===== src/sv/rrt_pkg.sv =====
// Shared types and constants of the RPC retransmit table.
`default_nettype none
package rrt_pkg;

  localparam int unsigned DepthDefault = 16;
  localparam logic [7:0]  ThresholdReset = 8'd5;

  // Input item modes (tuser on the slave side); code 3 is ignored.
  typedef enum logic [1:0] {
    MODE_ADD   = 2'd0,
    MODE_REPLY = 2'd1,
    MODE_TICK  = 2'd2
  } mode_t;

  // Result kinds (tuser on the master side)
  typedef enum logic [2:0] {
    KIND_ADDED     = 3'd0,
    KIND_FULL      = 3'd1,
    KIND_MATCHED   = 3'd2,
    KIND_UNMATCHED = 3'd3,
    KIND_RESEND    = 3'd4
  } kind_t;

  // One table entry as held in the entry memory
  typedef struct packed {
    logic [31:0] xid;
    logic [15:0] port;
    logic [7:0]  tag;
    logic        handler;
    logic [7:0]  age;
  } entry_t;

  // One result as held in the output register
  typedef struct packed {
    kind_t       kind;
    logic [31:0] xid;
    logic [15:0] port;
    logic [7:0]  tag;
    logic        handler;
    logic        last;
  } result_t;

  typedef enum logic [3:0] {
    ST_IDLE,
    ST_ADD,
    ST_FIND_RD,
    ST_FIND_CHK,
    ST_MISS,
    ST_SHIFT_RD,
    ST_SHIFT_WR,
    ST_TICK_RD,
    ST_TICK_CHK,
    ST_TICK_FLUSH
  } state_t;

endpackage
`default_nettype wire


===== src/sv/rrt_mem.sv =====
// Entry memory: one write port, one read port with registered read data.
`default_nettype none
module rrt_mem #(
  parameter int unsigned Depth = rrt_pkg::DepthDefault,
  localparam int unsigned IdxW = $clog2(Depth)
) (
  input  wire logic            clk,
  input  wire logic            wr_en,
  input  wire logic [IdxW-1:0] wr_addr,
  input  wire rrt_pkg::entry_t wr_data,
  input  wire logic            rd_en,
  input  wire logic [IdxW-1:0] rd_addr,
  output rrt_pkg::entry_t      rd_data
);
  import rrt_pkg::*;

  entry_t mem [Depth];

  // write port
  always_ff @(posedge clk) begin
    if (wr_en) begin
      mem[wr_addr] <= wr_data;
    end
  end

  // read port, data holds while rd_en is low
  always_ff @(posedge clk) begin
    if (rd_en) begin
      rd_data <= mem[rd_addr];
    end
  end

endmodule
`default_nettype wire


===== src/sv/rrt_ctrl.sv =====
// Sequencer: walks the entry memory one entry at a time for reply and tick; add writes a single entry.
`default_nettype none
module rrt_ctrl #(
  parameter int unsigned Depth = rrt_pkg::DepthDefault,
  localparam int unsigned IdxW = $clog2(Depth),
  localparam int unsigned CntW = $clog2(Depth + 1)
) (
  input  wire logic             clk,
  input  wire logic             rst,
  input  wire logic [7:0]       threshold,
  // input item
  input  wire logic             in_valid,
  output logic                  in_ready,
  input  wire rrt_pkg::mode_t   in_mode,
  input  wire logic [31:0]      in_xid,
  input  wire logic [15:0]      in_port,
  input  wire logic [7:0]       in_tag,
  input  wire logic             in_handler,
  // result
  output logic                  res_valid,
  input  wire logic             res_ready,
  output rrt_pkg::result_t      res,
  // entry memory
  output logic                  wr_en,
  output logic [IdxW-1:0]       wr_addr,
  output rrt_pkg::entry_t       wr_data,
  output logic                  rd_en,
  output logic [IdxW-1:0]       rd_addr,
  input  wire rrt_pkg::entry_t  rd_data
);
  import rrt_pkg::*;

  localparam logic [CntW-1:0] CountFull = CntW'(Depth);
  localparam logic [CntW-1:0] CountOne  = CntW'(1);

  state_t          state, state_next;
  logic [CntW-1:0] count, count_next;
  logic [CntW-1:0] idx, idx_next;
  logic [CntW-1:0] idx_inc;
  logic [31:0]     xid;
  logic [15:0]     port;
  logic [7:0]      tag;
  logic            handler;
  logic            pend_valid, pend_valid_next;
  entry_t          pend, pend_next;
  logic            emit;
  result_t         emit_res;
  logic            out_free;
  logic            hit;
  logic            due;
  logic            at_end;
  logic            in_xfer;
  logic [7:0]      age_inc;

  assign out_free = !res_valid || res_ready;
  assign in_ready = (state == ST_IDLE);
  assign in_xfer  = in_valid && in_ready;
  assign idx_inc  = idx + CountOne;
  assign at_end   = (idx_inc == count);

  // compare unit on the registered read data
  assign hit     = (rd_data.xid == xid);
  assign due     = (rd_data.age > threshold);
  assign age_inc = (rd_data.age == 8'hFF) ? 8'hFF : rd_data.age + 8'd1;

  // next state
  always_comb begin
    state_next = state;
    case (state)
      ST_IDLE: begin
        if (in_xfer) begin
          case (in_mode)
            MODE_ADD:   state_next = ST_ADD;
            MODE_REPLY: state_next = (count == '0) ? ST_MISS : ST_FIND_RD;
            MODE_TICK:  state_next = (count == '0) ? ST_IDLE : ST_TICK_RD;
            default:    state_next = ST_IDLE;
          endcase
        end
      end
      ST_ADD:      if (out_free) state_next = ST_IDLE;
      ST_FIND_RD:  state_next = ST_FIND_CHK;
      ST_FIND_CHK: begin
        if (hit) begin
          if (out_free) state_next = ST_SHIFT_RD;
        end else begin
          state_next = at_end ? ST_MISS : ST_FIND_RD;
        end
      end
      ST_MISS:     if (out_free) state_next = ST_IDLE;
      ST_SHIFT_RD: state_next = at_end ? ST_IDLE : ST_SHIFT_WR;
      ST_SHIFT_WR: state_next = ST_SHIFT_RD;
      ST_TICK_RD:  state_next = ST_TICK_CHK;
      ST_TICK_CHK: begin
        if (!(due && pend_valid && !out_free)) begin
          state_next = at_end ? ST_TICK_FLUSH : ST_TICK_RD;
        end
      end
      ST_TICK_FLUSH: if (!pend_valid || out_free) state_next = ST_IDLE;
      default:     state_next = ST_IDLE;
    endcase
  end

  // datapath controls
  always_comb begin
    count_next      = count;
    idx_next        = idx;
    pend_valid_next = pend_valid;
    pend_next       = pend;
    emit            = 1'b0;
    emit_res        = '{kind: KIND_ADDED, xid: xid, port: 16'd0, tag: 8'd0,
                        handler: 1'b0, last: 1'b1};
    wr_en           = 1'b0;
    wr_addr         = idx[IdxW-1:0];
    wr_data         = rd_data;
    rd_en           = 1'b0;
    rd_addr         = idx[IdxW-1:0];
    case (state)
      ST_IDLE: begin
        idx_next = '0;
      end
      ST_ADD: begin
        if (out_free) begin
          emit = 1'b1;
          if (count == CountFull) begin
            emit_res.kind = KIND_FULL;
          end else begin
            wr_en      = 1'b1;
            wr_addr    = count[IdxW-1:0];
            wr_data    = '{xid: xid, port: port, tag: tag, handler: handler, age: 8'd0};
            count_next = count + CountOne;
          end
        end
      end
      ST_FIND_RD: begin
        rd_en = 1'b1;
      end
      ST_FIND_CHK: begin
        if (hit) begin
          if (out_free) begin
            emit     = 1'b1;
            emit_res = '{kind: KIND_MATCHED, xid: rd_data.xid, port: rd_data.port,
                         tag: rd_data.tag, handler: rd_data.handler, last: 1'b1};
          end
        end else begin
          idx_next = idx_inc;
        end
      end
      ST_MISS: begin
        if (out_free) begin
          emit          = 1'b1;
          emit_res.kind = KIND_UNMATCHED;
        end
      end
      ST_SHIFT_RD: begin
        if (at_end) begin
          count_next = count - CountOne;
        end else begin
          rd_en   = 1'b1;
          rd_addr = idx_inc[IdxW-1:0];
        end
      end
      ST_SHIFT_WR: begin
        // move the following entry down over the removed one
        wr_en    = 1'b1;
        idx_next = idx_inc;
      end
      ST_TICK_RD: begin
        rd_en = 1'b1;
      end
      ST_TICK_CHK: begin
        if (due) begin
          if (!pend_valid || out_free) begin
            // the held resend is not the last one: send it now
            emit            = pend_valid;
            emit_res        = '{kind: KIND_RESEND, xid: pend.xid, port: pend.port,
                                tag: pend.tag, handler: pend.handler, last: 1'b0};
            pend_valid_next = 1'b1;
            pend_next       = rd_data;
            wr_en           = 1'b1;
            wr_data.age     = 8'd0;
            idx_next        = idx_inc;
          end
        end else begin
          wr_en       = 1'b1;
          wr_data.age = age_inc;
          idx_next    = idx_inc;
        end
      end
      ST_TICK_FLUSH: begin
        if (pend_valid && out_free) begin
          emit            = 1'b1;
          emit_res        = '{kind: KIND_RESEND, xid: pend.xid, port: pend.port,
                              tag: pend.tag, handler: pend.handler, last: 1'b1};
          pend_valid_next = 1'b0;
        end
      end
      default: begin
        idx_next = '0;
      end
    endcase
  end

  // control registers
  always_ff @(posedge clk) begin
    if (rst) begin
      state      <= ST_IDLE;
      count      <= '0;
      idx        <= '0;
      pend_valid <= 1'b0;
      res_valid  <= 1'b0;
    end else begin
      state      <= state_next;
      count      <= count_next;
      idx        <= idx_next;
      pend_valid <= pend_valid_next;
      if (emit) begin
        res_valid <= 1'b1;
      end else if (res_ready) begin
        res_valid <= 1'b0;
      end
    end
  end

  // payload registers
  always_ff @(posedge clk) begin
    pend <= pend_next;
    if (emit) begin
      res <= emit_res;
    end
    if (in_xfer) begin
      xid     <= in_xid;
      port    <= in_port;
      tag     <= in_tag;
      handler <= in_handler;
    end
  end

endmodule
`default_nettype wire


===== src/sv/rpc_retransmit_table_unit.sv =====
// Top level of the RPC retransmit table: stream ports, threshold register, sequencer, memory.
//
//  channel | dir | handshake           | contents
//  s_*     | in  | s_tvalid / s_tready | tuser: mode; tdata: xid, dest_port, buffer_tag,
//          |     |                     |   has_handler
//  m_*     | out | m_tvalid / m_tready | tuser: kind; tdata: out_xid, out_port, out_tag,
//          |     |                     |   out_handler; tlast: last
//  cfg_*   | in  | cfg_valid/cfg_ready | cfg_data: resend_threshold
//
// One item at a time; s_tready is high only while the sequencer is idle.
// Add: writes the entry after the last stored one, or reports the table full.
// Reply: reads entries in order until one matches, then moves each later entry down by one.
// Tick: walks every stored entry; each entry costs one memory read and one write.
// Stalls on m_tready hold the sequencer only when a new result must be written out.
// Synchronous reset empties the table and sets the threshold to 5; no clearing pass.
`default_nettype none
module rpc_retransmit_table_unit #(
  parameter int unsigned TABLE_DEPTH = rrt_pkg::DepthDefault
) (
  input  wire logic        clk,
  input  wire logic        rst,
  input  wire logic        s_tvalid,
  output logic             s_tready,
  input  wire logic [63:0] s_tdata,   // [31:0] xid, [47:32] dest_port, [55:48] buffer_tag,
                                      // [56] has_handler, [63:57] zero
  input  wire logic [1:0]  s_tuser,   // [1:0] mode
  output logic             m_tvalid,
  input  wire logic        m_tready,
  output logic [63:0]      m_tdata,   // [31:0] out_xid, [47:32] out_port, [55:48] out_tag,
                                      // [56] out_handler, [63:57] zero
  output logic [2:0]       m_tuser,   // [2:0] kind
  output logic             m_tlast,
  input  wire logic        cfg_valid,
  output logic             cfg_ready,
  input  wire logic [7:0]  cfg_data
);
  import rrt_pkg::*;

  localparam int unsigned IdxW = $clog2(TABLE_DEPTH);

  logic [7:0]      threshold;
  result_t         res;
  logic            wr_en;
  logic [IdxW-1:0] wr_addr;
  entry_t          wr_data;
  logic            rd_en;
  logic [IdxW-1:0] rd_addr;
  entry_t          rd_data;
  logic [6:0]      unused_pad;

  // threshold register, always writable
  assign cfg_ready = 1'b1;
  always_ff @(posedge clk) begin
    if (rst) begin
      threshold <= ThresholdReset;
    end else if (cfg_valid) begin
      threshold <= cfg_data;
    end
  end

  assign unused_pad = s_tdata[63:57];

  rrt_ctrl #(.Depth(TABLE_DEPTH)) u_ctrl (
    .clk        (clk),
    .rst        (rst),
    .threshold  (threshold),
    .in_valid   (s_tvalid),
    .in_ready   (s_tready),
    .in_mode    (mode_t'(s_tuser)),
    .in_xid     (s_tdata[31:0]),
    .in_port    (s_tdata[47:32]),
    .in_tag     (s_tdata[55:48]),
    .in_handler (s_tdata[56]),
    .res_valid  (m_tvalid),
    .res_ready  (m_tready),
    .res        (res),
    .wr_en      (wr_en),
    .wr_addr    (wr_addr),
    .wr_data    (wr_data),
    .rd_en      (rd_en),
    .rd_addr    (rd_addr),
    .rd_data    (rd_data)
  );

  rrt_mem #(.Depth(TABLE_DEPTH)) u_mem (
    .clk     (clk),
    .wr_en   (wr_en),
    .wr_addr (wr_addr),
    .wr_data (wr_data),
    .rd_en   (rd_en),
    .rd_addr (rd_addr),
    .rd_data (rd_data)
  );

  // result packing
  assign m_tdata = {7'd0, res.handler, res.tag, res.port, res.xid};
  assign m_tuser = res.kind;
  assign m_tlast = res.last;

endmodule
`default_nettype wire


===== config.mk =====
export PLATFORM = sky130hd
export DESIGN_NAME = rpc_retransmit_table_unit
export DESIGN_NICKNAME = d
export VERILOG_FILES = /design/src/sv/rrt_pkg.sv /design/src/sv/rrt_mem.sv /design/src/sv/rrt_ctrl.sv /design/src/sv/rpc_retransmit_table_unit.sv
export SDC_FILE = /design/constraint.sdc
export NUM_CORES = 1
export LEC_CHECK = 0
export ABC_CLOCK_PERIOD_IN_PS = 8000
export BUFFER_PORTS_ARGS = -buffer_cell sky130_fd_sc_hd__buf_2
export CAP_MARGIN = 20
export CORE_MARGIN = 4
export CORE_UTILIZATION = 60
export DETAILED_ROUTE_END_ITERATION = 10
export PLACE_DENSITY_LB_ADDON = 0.1
export RECOVER_POWER = 100
export SLEW_MARGIN = 40
export SYNTH_ARGS = -nofsm -noshare
export SYNTH_HDL_FRONTEND = slang
export SYNTH_SLANG_ARGS = --single-unit
export TNS_END_PERCENT = 50

===== constraint.sdc =====
create_clock -name clk -period 8 [get_ports clk]
set_input_delay 1.6 -clock clk [delete_from_list [all_inputs] [get_ports clk]]
set_output_delay 1.6 -clock clk [all_outputs]
set_load 0.01 [all_outputs]

# Word-level counts from Yosys, hierarchy flattened

Memories as Yosys holds them, arrays and structs flattened. A register that Yosys moved wholly into a read port is not among the register bits.
Cells that the tools add are included.

Register bits: 199
Bits in writable memories: 1040
Input bits: 79
Output and inout bits: 71
Word-level logic and storage cells: 142
Memories: 1

Memories:

| name      | depth | bits a word | rd ports | clocked after memory_dff | wr ports | line          | text |
|---|---|---|---|---|---|---|---|
| u_mem.mem | 16    | 65          | 1        | 1                        | 1        | rrt_mem.sv:17 | `entry_t mem [Depth];` |

Add/subtract/negate cells: 4
Order comparisons: 1
Equality and inequality tests: 28
Mux-type cells: 64
Bitwise logic cells: 1
Reductions and logical operators: 23

Operator list:

| operator              | number |
|---|---|
| $mux W61              | 3 |
| $pmux W58 S3          | 1 |
| $mux W65              | 2 |
| $mux W60              | 2 |
| $mux W57              | 1 |
| $mux W4               | 12 |
| $pmux W4 S9           | 1 |
| $eq A32 B32 Y1        | 1 |
| $mux W5               | 6 |
| $mux W8               | 3 |
| $pmux W5 S4           | 1 |
| $mux W1               | 19 |
| $eq A4 B3 Y1 const B  | 4 |
| $pmux W8 S2           | 1 |
| $pmux W3 S5           | 1 |
| $ne A2 B1 Y1 const B  | 7 |
| $mux W3               | 4 |
| $pmux W4 S3           | 1 |
| $add A5 B1 Y5 const B | 2 |
| $pmux W5 S2           | 1 |
| $add A8 B1 Y8 const B | 1 |
| $eq A4 B2 Y1 const B  | 2 |
| $eq A4 B4 Y1 const B  | 2 |
| $eq A8 B8 Y1 const B  | 1 |
| other kinds (27)      | 42 |

# Logic depth before layout (Yosys ltp)

Gate-level depths: netlist of run 1.

Word-level depth: 8
Gate-level depth with buffers: 15
Mapped depth without buffers: 10

# By module

A second synthesis of run 1 with hierarchy kept.

Cells, all modules: 2523
Area total of the unflattened synthesis: 50338.3 um^2

By module, submodules not included:

| module                    | instances | cells each | area an instance (um^2) | sequential area each (um^2) |
|---|---|---|---|---|
| rrt_mem                   | 1         | 1673       | 40894.2                 | 33181.8 |
| rrt_ctrl                  | 1         | 814        | 9083.7                  | 5575.3 |
| rpc_retransmit_table_unit | 1         | 36         | 360.3                   | 160.2 |

# Worst setup path before layout of run 1

OpenSTA, ideal clock, no wires.

Path kind: input to register
Start: in m_tready
End: mem u_mem.mem[3][0] (netlist bit) (enable)
Setup time: 0.489 ns
Arrival time: 5.781 ns
Data required time: 7.511 ns
Path slack: 1.730 ns
Stages: 10
Path buffers: 3
Path through: nor2b_1 -> clkbuf_1 -> nor3_1 -> and3_1 -> clkbuf_1 -> clkbuf_1 -> nand3_1 -> o31ai_1 -> nand2_1 -> nor2_1

Longest elaborated chain between the ends: 7
Elaborated cells between the ends (all ways): 10
Those cells by class: 8 x mux; 2 x reduce/logical

Ends and longest elaborated chain:

| element                       | line                            | text |
|---|---|---|
| from (decl)                   | rpc_retransmit_table_unit.sv:28 | `input wire logic m_tready,` |
| $logic_or A1 B1 Y1 *          | rrt_ctrl.sv:55                  | `assign out_free = !res_valid \|\| res_ready;` |
| $logic_or A1 B1 Y1            | rrt_ctrl.sv:172                 | `if (!pend_valid \|\| out_free) begin` |
| $mux W1                       | rrt_ctrl.sv:172                 |  |
| $mux W1                       | rrt_ctrl.sv:171                 | `if (due) begin` |
| $pmux W1 S3                   | rrt_ctrl.sv:117                 | `case (state)` |
| $mux W1                       | rrt_mem.sv:21                   | `if (wr_en) begin` |
| $mux W1 (implied by the code) | rrt_mem.sv:22                   | `mem[wr_addr] <= wr_data;` |
| to (decl)                     | rrt_mem.sv:17                   |  |

Every way passes the cells marked *; elsewhere a longest branch is shown, timed or not.

# Final worst setup path of run 1

Start: in m_tready
End: mem u_mem.mem[11][46] (netlist bit) (enable)

The elaborated chain is that of the path after synthesis.

==> results of run 1 <==
==> routing by layer <==
metal,vias up,part of all wire [%],global-route usage [%]
met5,-,0,0
met4,0,3.1,9.67
met3,325,7.7,4.66
met2,1692,49,47.6
met1,18600,41,40.8
li1,14800,-,-
==> cell type report <==
type | count | area (um^2) | share of cell area [%]
Clock buffer | 174 | 3750 | 5.56
Clock inverter | 71 | 533 | 0.791
Tap cell | 1357 | 1700 | 2.52
Sequential cell | 1304 | 38900 | 57.8
Inverter | 23 | 100 | 0.149
Timing Repair Buffer | 215 | 1600 | 2.37
Multi-Input combinational cell | 1991 | 20800 | 30.8
==> worst reg2reg max path: stages (launching register included) <==
cell	delay, ns
dfxtp_1	0.75
inv_1	0.36
nor3_1	0.41
and3_1	1.72
a21oi_1	0.58
nor2_1	1.57
buf_12	0.51
==> path summary, 6_finish.rpt <==
kind	depth (start not counted)	endpoint
max	7	u_mem.mem[11][46]$_DFFE_PP_
min reg2reg	0	u_ctrl.pend[17]$_DFFE_PP_
min	0	u_ctrl.pend[17]$_DFFE_PP_
max reg2reg	6	u_mem.mem[11][46]$_DFFE_PP_
==> through the flow <==
| stage | hold WS (ns) | setup WS [ns] | std cells | instance area [um^2] |
|---|---|---|---|---|
| 4_1_cts | 0.483 | 2.76 | 5131 | 67600 |
| 3_3_place_gp | 0.467 | 2.18 | 4874 | 63000 |
| 6_report | 0.481 | 1.59 | 5135 | 67400 |
| 5_1_grt | 0.500 | 1.43 | 5135 | 67400 |
| 2_1_floorplan | 0.448 | 1.73 | 3581 | 60800 |
| 3_5_place_dp | 0.471 | 1.99 | 4886 | 63300 |
==> power by group <==
| group | switching (mW) | leakage (nW) | total, mW | internal, mW |
|---|---|---|---|---|
| logic | 2.12 | 6.51 | 3.08 | 0.959 |
| clock network | 2.57 | 2.10 | 6.10 | 3.53 |
| registers | 0.326 | 11.8 | 9.26 | 8.93 |
| total | 5.02 | 20.4 | 18.4 | 13.4 |
==> cell families (layout without fill, tap and decap cells) <==
logic type / after synthesis / count (layout) / share of synthesized area [%]
AOI/OAI and AO/OA: 375 / 375 / 4.62
other: 2 / 8 / 0.0123
and+or+nand+nor: 361 / 361 / 2.73
adders and majority gates: 14 / 14 / 0.300
buffers and inverters: 286 / 483 / 2.17
DFF: 1304 / 1304 / 64.0
xor gates and xnor gates: 44 / 44 / 0.656
muxes: 1189 / 1189 / 25.5
==> placed cells by master, fill, tap and decap left out, drive strengths merged, types with 26 or more instances in the layout <==
| cell type | n |
|---|---|
| edfxtp | 1280 |
| mux2i | 865 |
| mux4 | 285 |
| clkbuf | 258 |
| nand2 | 165 |
| buf | 131 |
| nor2 | 72 |
| clkinv | 58 |
| o221ai | 57 |
| o22a | 55 |
| xnor2 | 41 |
| o21ai | 39 |
| mux2 | 39 |
| a21oi | 33 |
| o22ai | 32 |
| a22oi | 32 |
| a211oi | 31 |
| a22o | 27 |
| inv | 26 |
==> registers in the layout, summed over array words and instances (netlist names) <==
signal             flops
u_ctrl.port           16
threshold              8
u_mem.rd_data         65
u_mem.mem           1040
u_ctrl.idx             5
u_ctrl.pend_valid      1
u_ctrl.res_valid       1
u_ctrl.tag             8
u_ctrl.pend           57
u_ctrl.count           5
u_ctrl.handler         1
u_ctrl.state           4
u_ctrl.xid            32
u_ctrl.res            61
==> summary.txt, run 1 <==
outcome -> complete, but fails checks
violated checks -> capacitance limit, slew limit
Max-cap violations -> 16
vias in the first global route -> 36400
Max Fclk -> 156 MHz
Resized Gates After CTS -> 0
crit path from -> m_tready
grt ovf -> 0
Tot Pwr -> 18.4 mW
via count -> 35400
die height -> 326 um
Avg WL per Cell -> 30.6 um
normalized max-slew margin -> -74.2%
top post-synthesis cells by area -> edfxtp_1 63%, mux2i_1 14%, mux4_2 11%
DR pass1 iterations -> 7
Core Region -> 0.100 mm^2
Main synth FF type -> edfxtp_1
Synth async-reset ratio -> 0%
setup_tns -> 0 ns
critical path data arrival time -> 6.76 ns
syn avg cell area -> 17.0 um^2
Initial DRC Count -> 3903
hpwl dp -> 84200 um
port buffer count -> 134
CP Launch Type -> input pin
Worst Skew -> 0.0203 ns
Crit Path Max Fanout -> 55
Unique masters post-synth -> 73
worst setup path category -> input pin to flop
worst hold path type -> flop to flop
DRT Wirelength -> 157000 um
Max stage delay on crit path -> 1.72 ns
Worst-path clk slew -> 0.06 ns
Final #Nets -> 3767
crit-path cells -> clkbuf_1 > nor2b_1 > nor3_1 > and3_1 > a21oi_1 > nor2_1 > buf_12
Cell Area, Synth -> 0.0608 mm^2
CTS tree -> yes
Top delay family on crit path -> simple AND/OR/NAND/NOR gates
synthesized netlist cell count -> 3575
post-synth top area share -> 63.2%
Leakage Power -> 20.4 nW
period utilization -> 80.1%
Slew Limit Fails -> 348
most numerous cell in the Yosys netlist -> edfxtp_1
Worst VDD drop -> 201 uV
crit end category -> flop
synthesized flop and latch total -> 1304
Clock Sinks -> 1304
worst slew pin tran -> 2.61 ns
CP max stage cell -> and3_1
first-pass GRT wire length -> 231000 um
Initial Utilization -> 60.6%
CTS H-Tree Depth -> 4
maximum root-to-sink buffer count -> 3
synth cell count leaders -> 1280 x edfxtp_1, 865 x mux2i_1, 285 x mux4_2, 165 x clkbuf_1, 164 x nand2_1
largest net degree at the start of global routing -> 118
Synthesis Warnings -> 0
die width -> 326 um
total CTS buffers -> 139
final hold vios -> 0
Cell Pwr Density -> 274 mW/mm^2
r2r startpoint -> u_ctrl.state[0]$_SDFFE_PP0P_
Routed Antenna Nets -> 0
synthesis-to-finish area growth -> 10.8%
layout cells sized above 1 -> 16.9%
GRT Util Overall -> 29.2%
RD Place Congestion -> 0.863
required time of the critical path -> 8.35 ns
Setup Fix Bufs, Post-CTS -> 0
Yosys top cell by area -> edfxtp_1
worst path buffer plus inverter count -> 2
I/O pin cnt -> 150
Root Buffer Master -> clkbuf_16
antenna violations before repair -> 1
die area -> 0.107 mm^2
via/cell ratio -> 6.90
Final setup viols -> 0
worst reg2reg setup slack -> 1.63 ns
final core utilization -> 67.2%
Placement Rows -> 116
hold_sp -> u_mem.rd_data[17]$_DFFE_PP_
RSZ-0062 raised after global routing -> false
drt drc -> 0
Layout fillers -> 6585
Post-synth EDFFs -> 1280
min Tclk post-route -> 6.41 ns
Hold Buf Count CTS -> 0
diodes inserted -> 0
Worst-Skew Late Latency -> 0.73 ns
sequential share of the synthesized area -> 64.0%
No activity file was read; power rests on OpenSTA's default activity.
==> run 2: changes to the inputs <==
ABC_CLOCK_PERIOD_IN_PS = 6200   (was 8000)
clock period = 6.2 ns   (was 8 ns; I/O delays follow)
==> summary.txt, run 2 (synthesized netlist as in run 1, its figures left out) <==
Final setup viols -> 0
violated checks -> capacitance limit, slew limit
vias in the first global route -> 36200
normalized max-slew margin -> -61.6%
Max Fclk -> 189 MHz
first-pass GRT wire length -> 231000 um
CTS tree -> yes
Cell Pwr Density -> 356 mW/mm^2
Final Instance Area -> 0.0675 mm^2
GR Util met1 -> 40.3%
largest net degree at the start of global routing -> 112
layout cells sized above 1 -> 17.4%
DRT Wirelength -> 155000 um
RSZ-0062 raised after global routing -> false
antenna violations before repair -> 2
Avg WL per Cell -> 30.2 um
outcome -> complete, but fails checks
worst hold path type -> flop to flop
Top delay family on crit path -> buffers and inverters
CP most frequent cell -> o211ai_1
worst setup path category -> flop to flop
hpwl dp -> 84200 um
Core Region -> 0.100 mm^2
synthesis-to-finish area growth -> 11.0%
most frequent cells in the layout -> 1280 x edfxtp_1, 865 x mux2i_1, 285 x mux4_2
Worst VDD drop -> 330 uV
via/cell ratio -> 6.85
setup_tns -> 0 ns
I/O pin cnt -> 150
port buffer count -> 134
Initial DRC Count -> 4103
via count -> 35200
RD Place Congestion -> 0.852
crit-path cells -> buf_12 > xor2_1 > o211a_1 > o211ai_1 > clkbuf_1 > o211ai_1 > a21oi_1 > buf_8 > clkbuf_2
Slew Limit Fails -> 536
die height -> 326 um
Initial Utilization -> 60.6%
Resized Gates After CTS -> 0
maximum root-to-sink buffer count -> 3
Leakage Power -> 20.4 nW
CTS H-Tree Depth -> 4
Max-cap violations -> 17
Top reg by flops -> u_mem.mem
worst reg2reg setup slack -> 0.92 ns
grt ovf -> 0
M3 GR Usage -> 5.35%
die width -> 326 um
met2 usage -> 47.1%
DR pass1 iterations -> 7
final hold vios -> 0
leading cell type in the layout, fill and taps excluded -> edfxtp_1
Clock Sinks -> 1304
min Tclk post-route -> 5.28 ns
period utilization -> 85.2%
Setup Fix Bufs, Post-CTS -> 0
Area after DPL -> 0.0635 mm^2
Worst-path clk slew -> 0.06 ns
Most Crowded Layer GR -> met2
worst slew pin tran -> 2.42 ns
Worst-Skew Late Latency -> 0.75 ns
die area -> 0.107 mm^2
max FFs per register -> 1040
Final #Nets -> 3775
Hold Slack -> 0.485 ns
Crit Path Max Fanout -> 83
drt drc -> 0
diodes inserted -> 0
Max stage delay on crit path -> 1.21 ns
critical path data arrival time -> 5.65 ns
CP Launch Type -> flop
total CTS buffers -> 138
crit end category -> flop
Hold Buf Count CTS -> 0
largest registers -> u_mem.mem x1040, u_mem.rd_data x65, u_ctrl.res x61
worst path buffer plus inverter count -> 4
required time of the critical path -> 6.56 ns
CP max stage cell -> a21oi_1
Root Buffer Master -> clkbuf_16
GRT Util Overall -> 29.1%
Placement Rows -> 116
Worst Skew -> 0.0269 ns
Routed Antenna Nets -> 0
## run 2: final timing paths
kind,startpoint,depth (start not counted),endpoint
setup / recovery,u_ctrl.idx[0]$_SDFFE_PP0P_,9,u_mem.rd_data[62]$_DFFE_PP_
hold / removal,u_mem.rd_data[9]$_DFFE_PP_,0,u_ctrl.pend[9]$_DFFE_PP_
setup reg to reg,u_ctrl.idx[0]$_SDFFE_PP0P_,9,u_mem.rd_data[62]$_DFFE_PP_
hold reg to reg,u_mem.rd_data[9]$_DFFE_PP_,0,u_ctrl.pend[9]$_DFFE_PP_
## run 2: routing by layer
metal	routed length, um	vias to the layer above
li1	-	14800
met1	61900	18400
met2	75200	1708
met3	13500	329
met4	4730	0
met5	0	-
## run 2: cell type report
cell class	count	area, um^2
clock inverters	73	749
flip-flops and latches	1304	38900
repair buffers	224	1620
fillers	6686	32800
inverters	23	95.1
well taps	1357	1700
clock buffers	175	3670
multi-input cells	1991	20800
## run 2: through the flow
step | power [mW] | utilization, % | setup slack (ns) | instances
after floorplan | 14.5 | - | 0.290 | 3581
after global placement | 15.9 | 63.0 | 1.25 | 4891
after detailed placement | 16.1 | 63.3 | 1.17 | 4899
after CTS | 24.2 | 67.7 | 1.60 | 5147
after global routing | 24.9 | 67.3 | 0.719 | 5147
final | 24.0 | 67.3 | 0.918 | 5147
## run 2: report_power, final
part	total, mW	switching [mW]	leakage [nW]	internal [mW]
Sequential	11.9	0.411	11.8	11.5
Clock	8.14	3.37	2.15	4.77
Combinational	3.99	2.74	6.51	1.25
Total	24.0	6.52	20.4	17.5
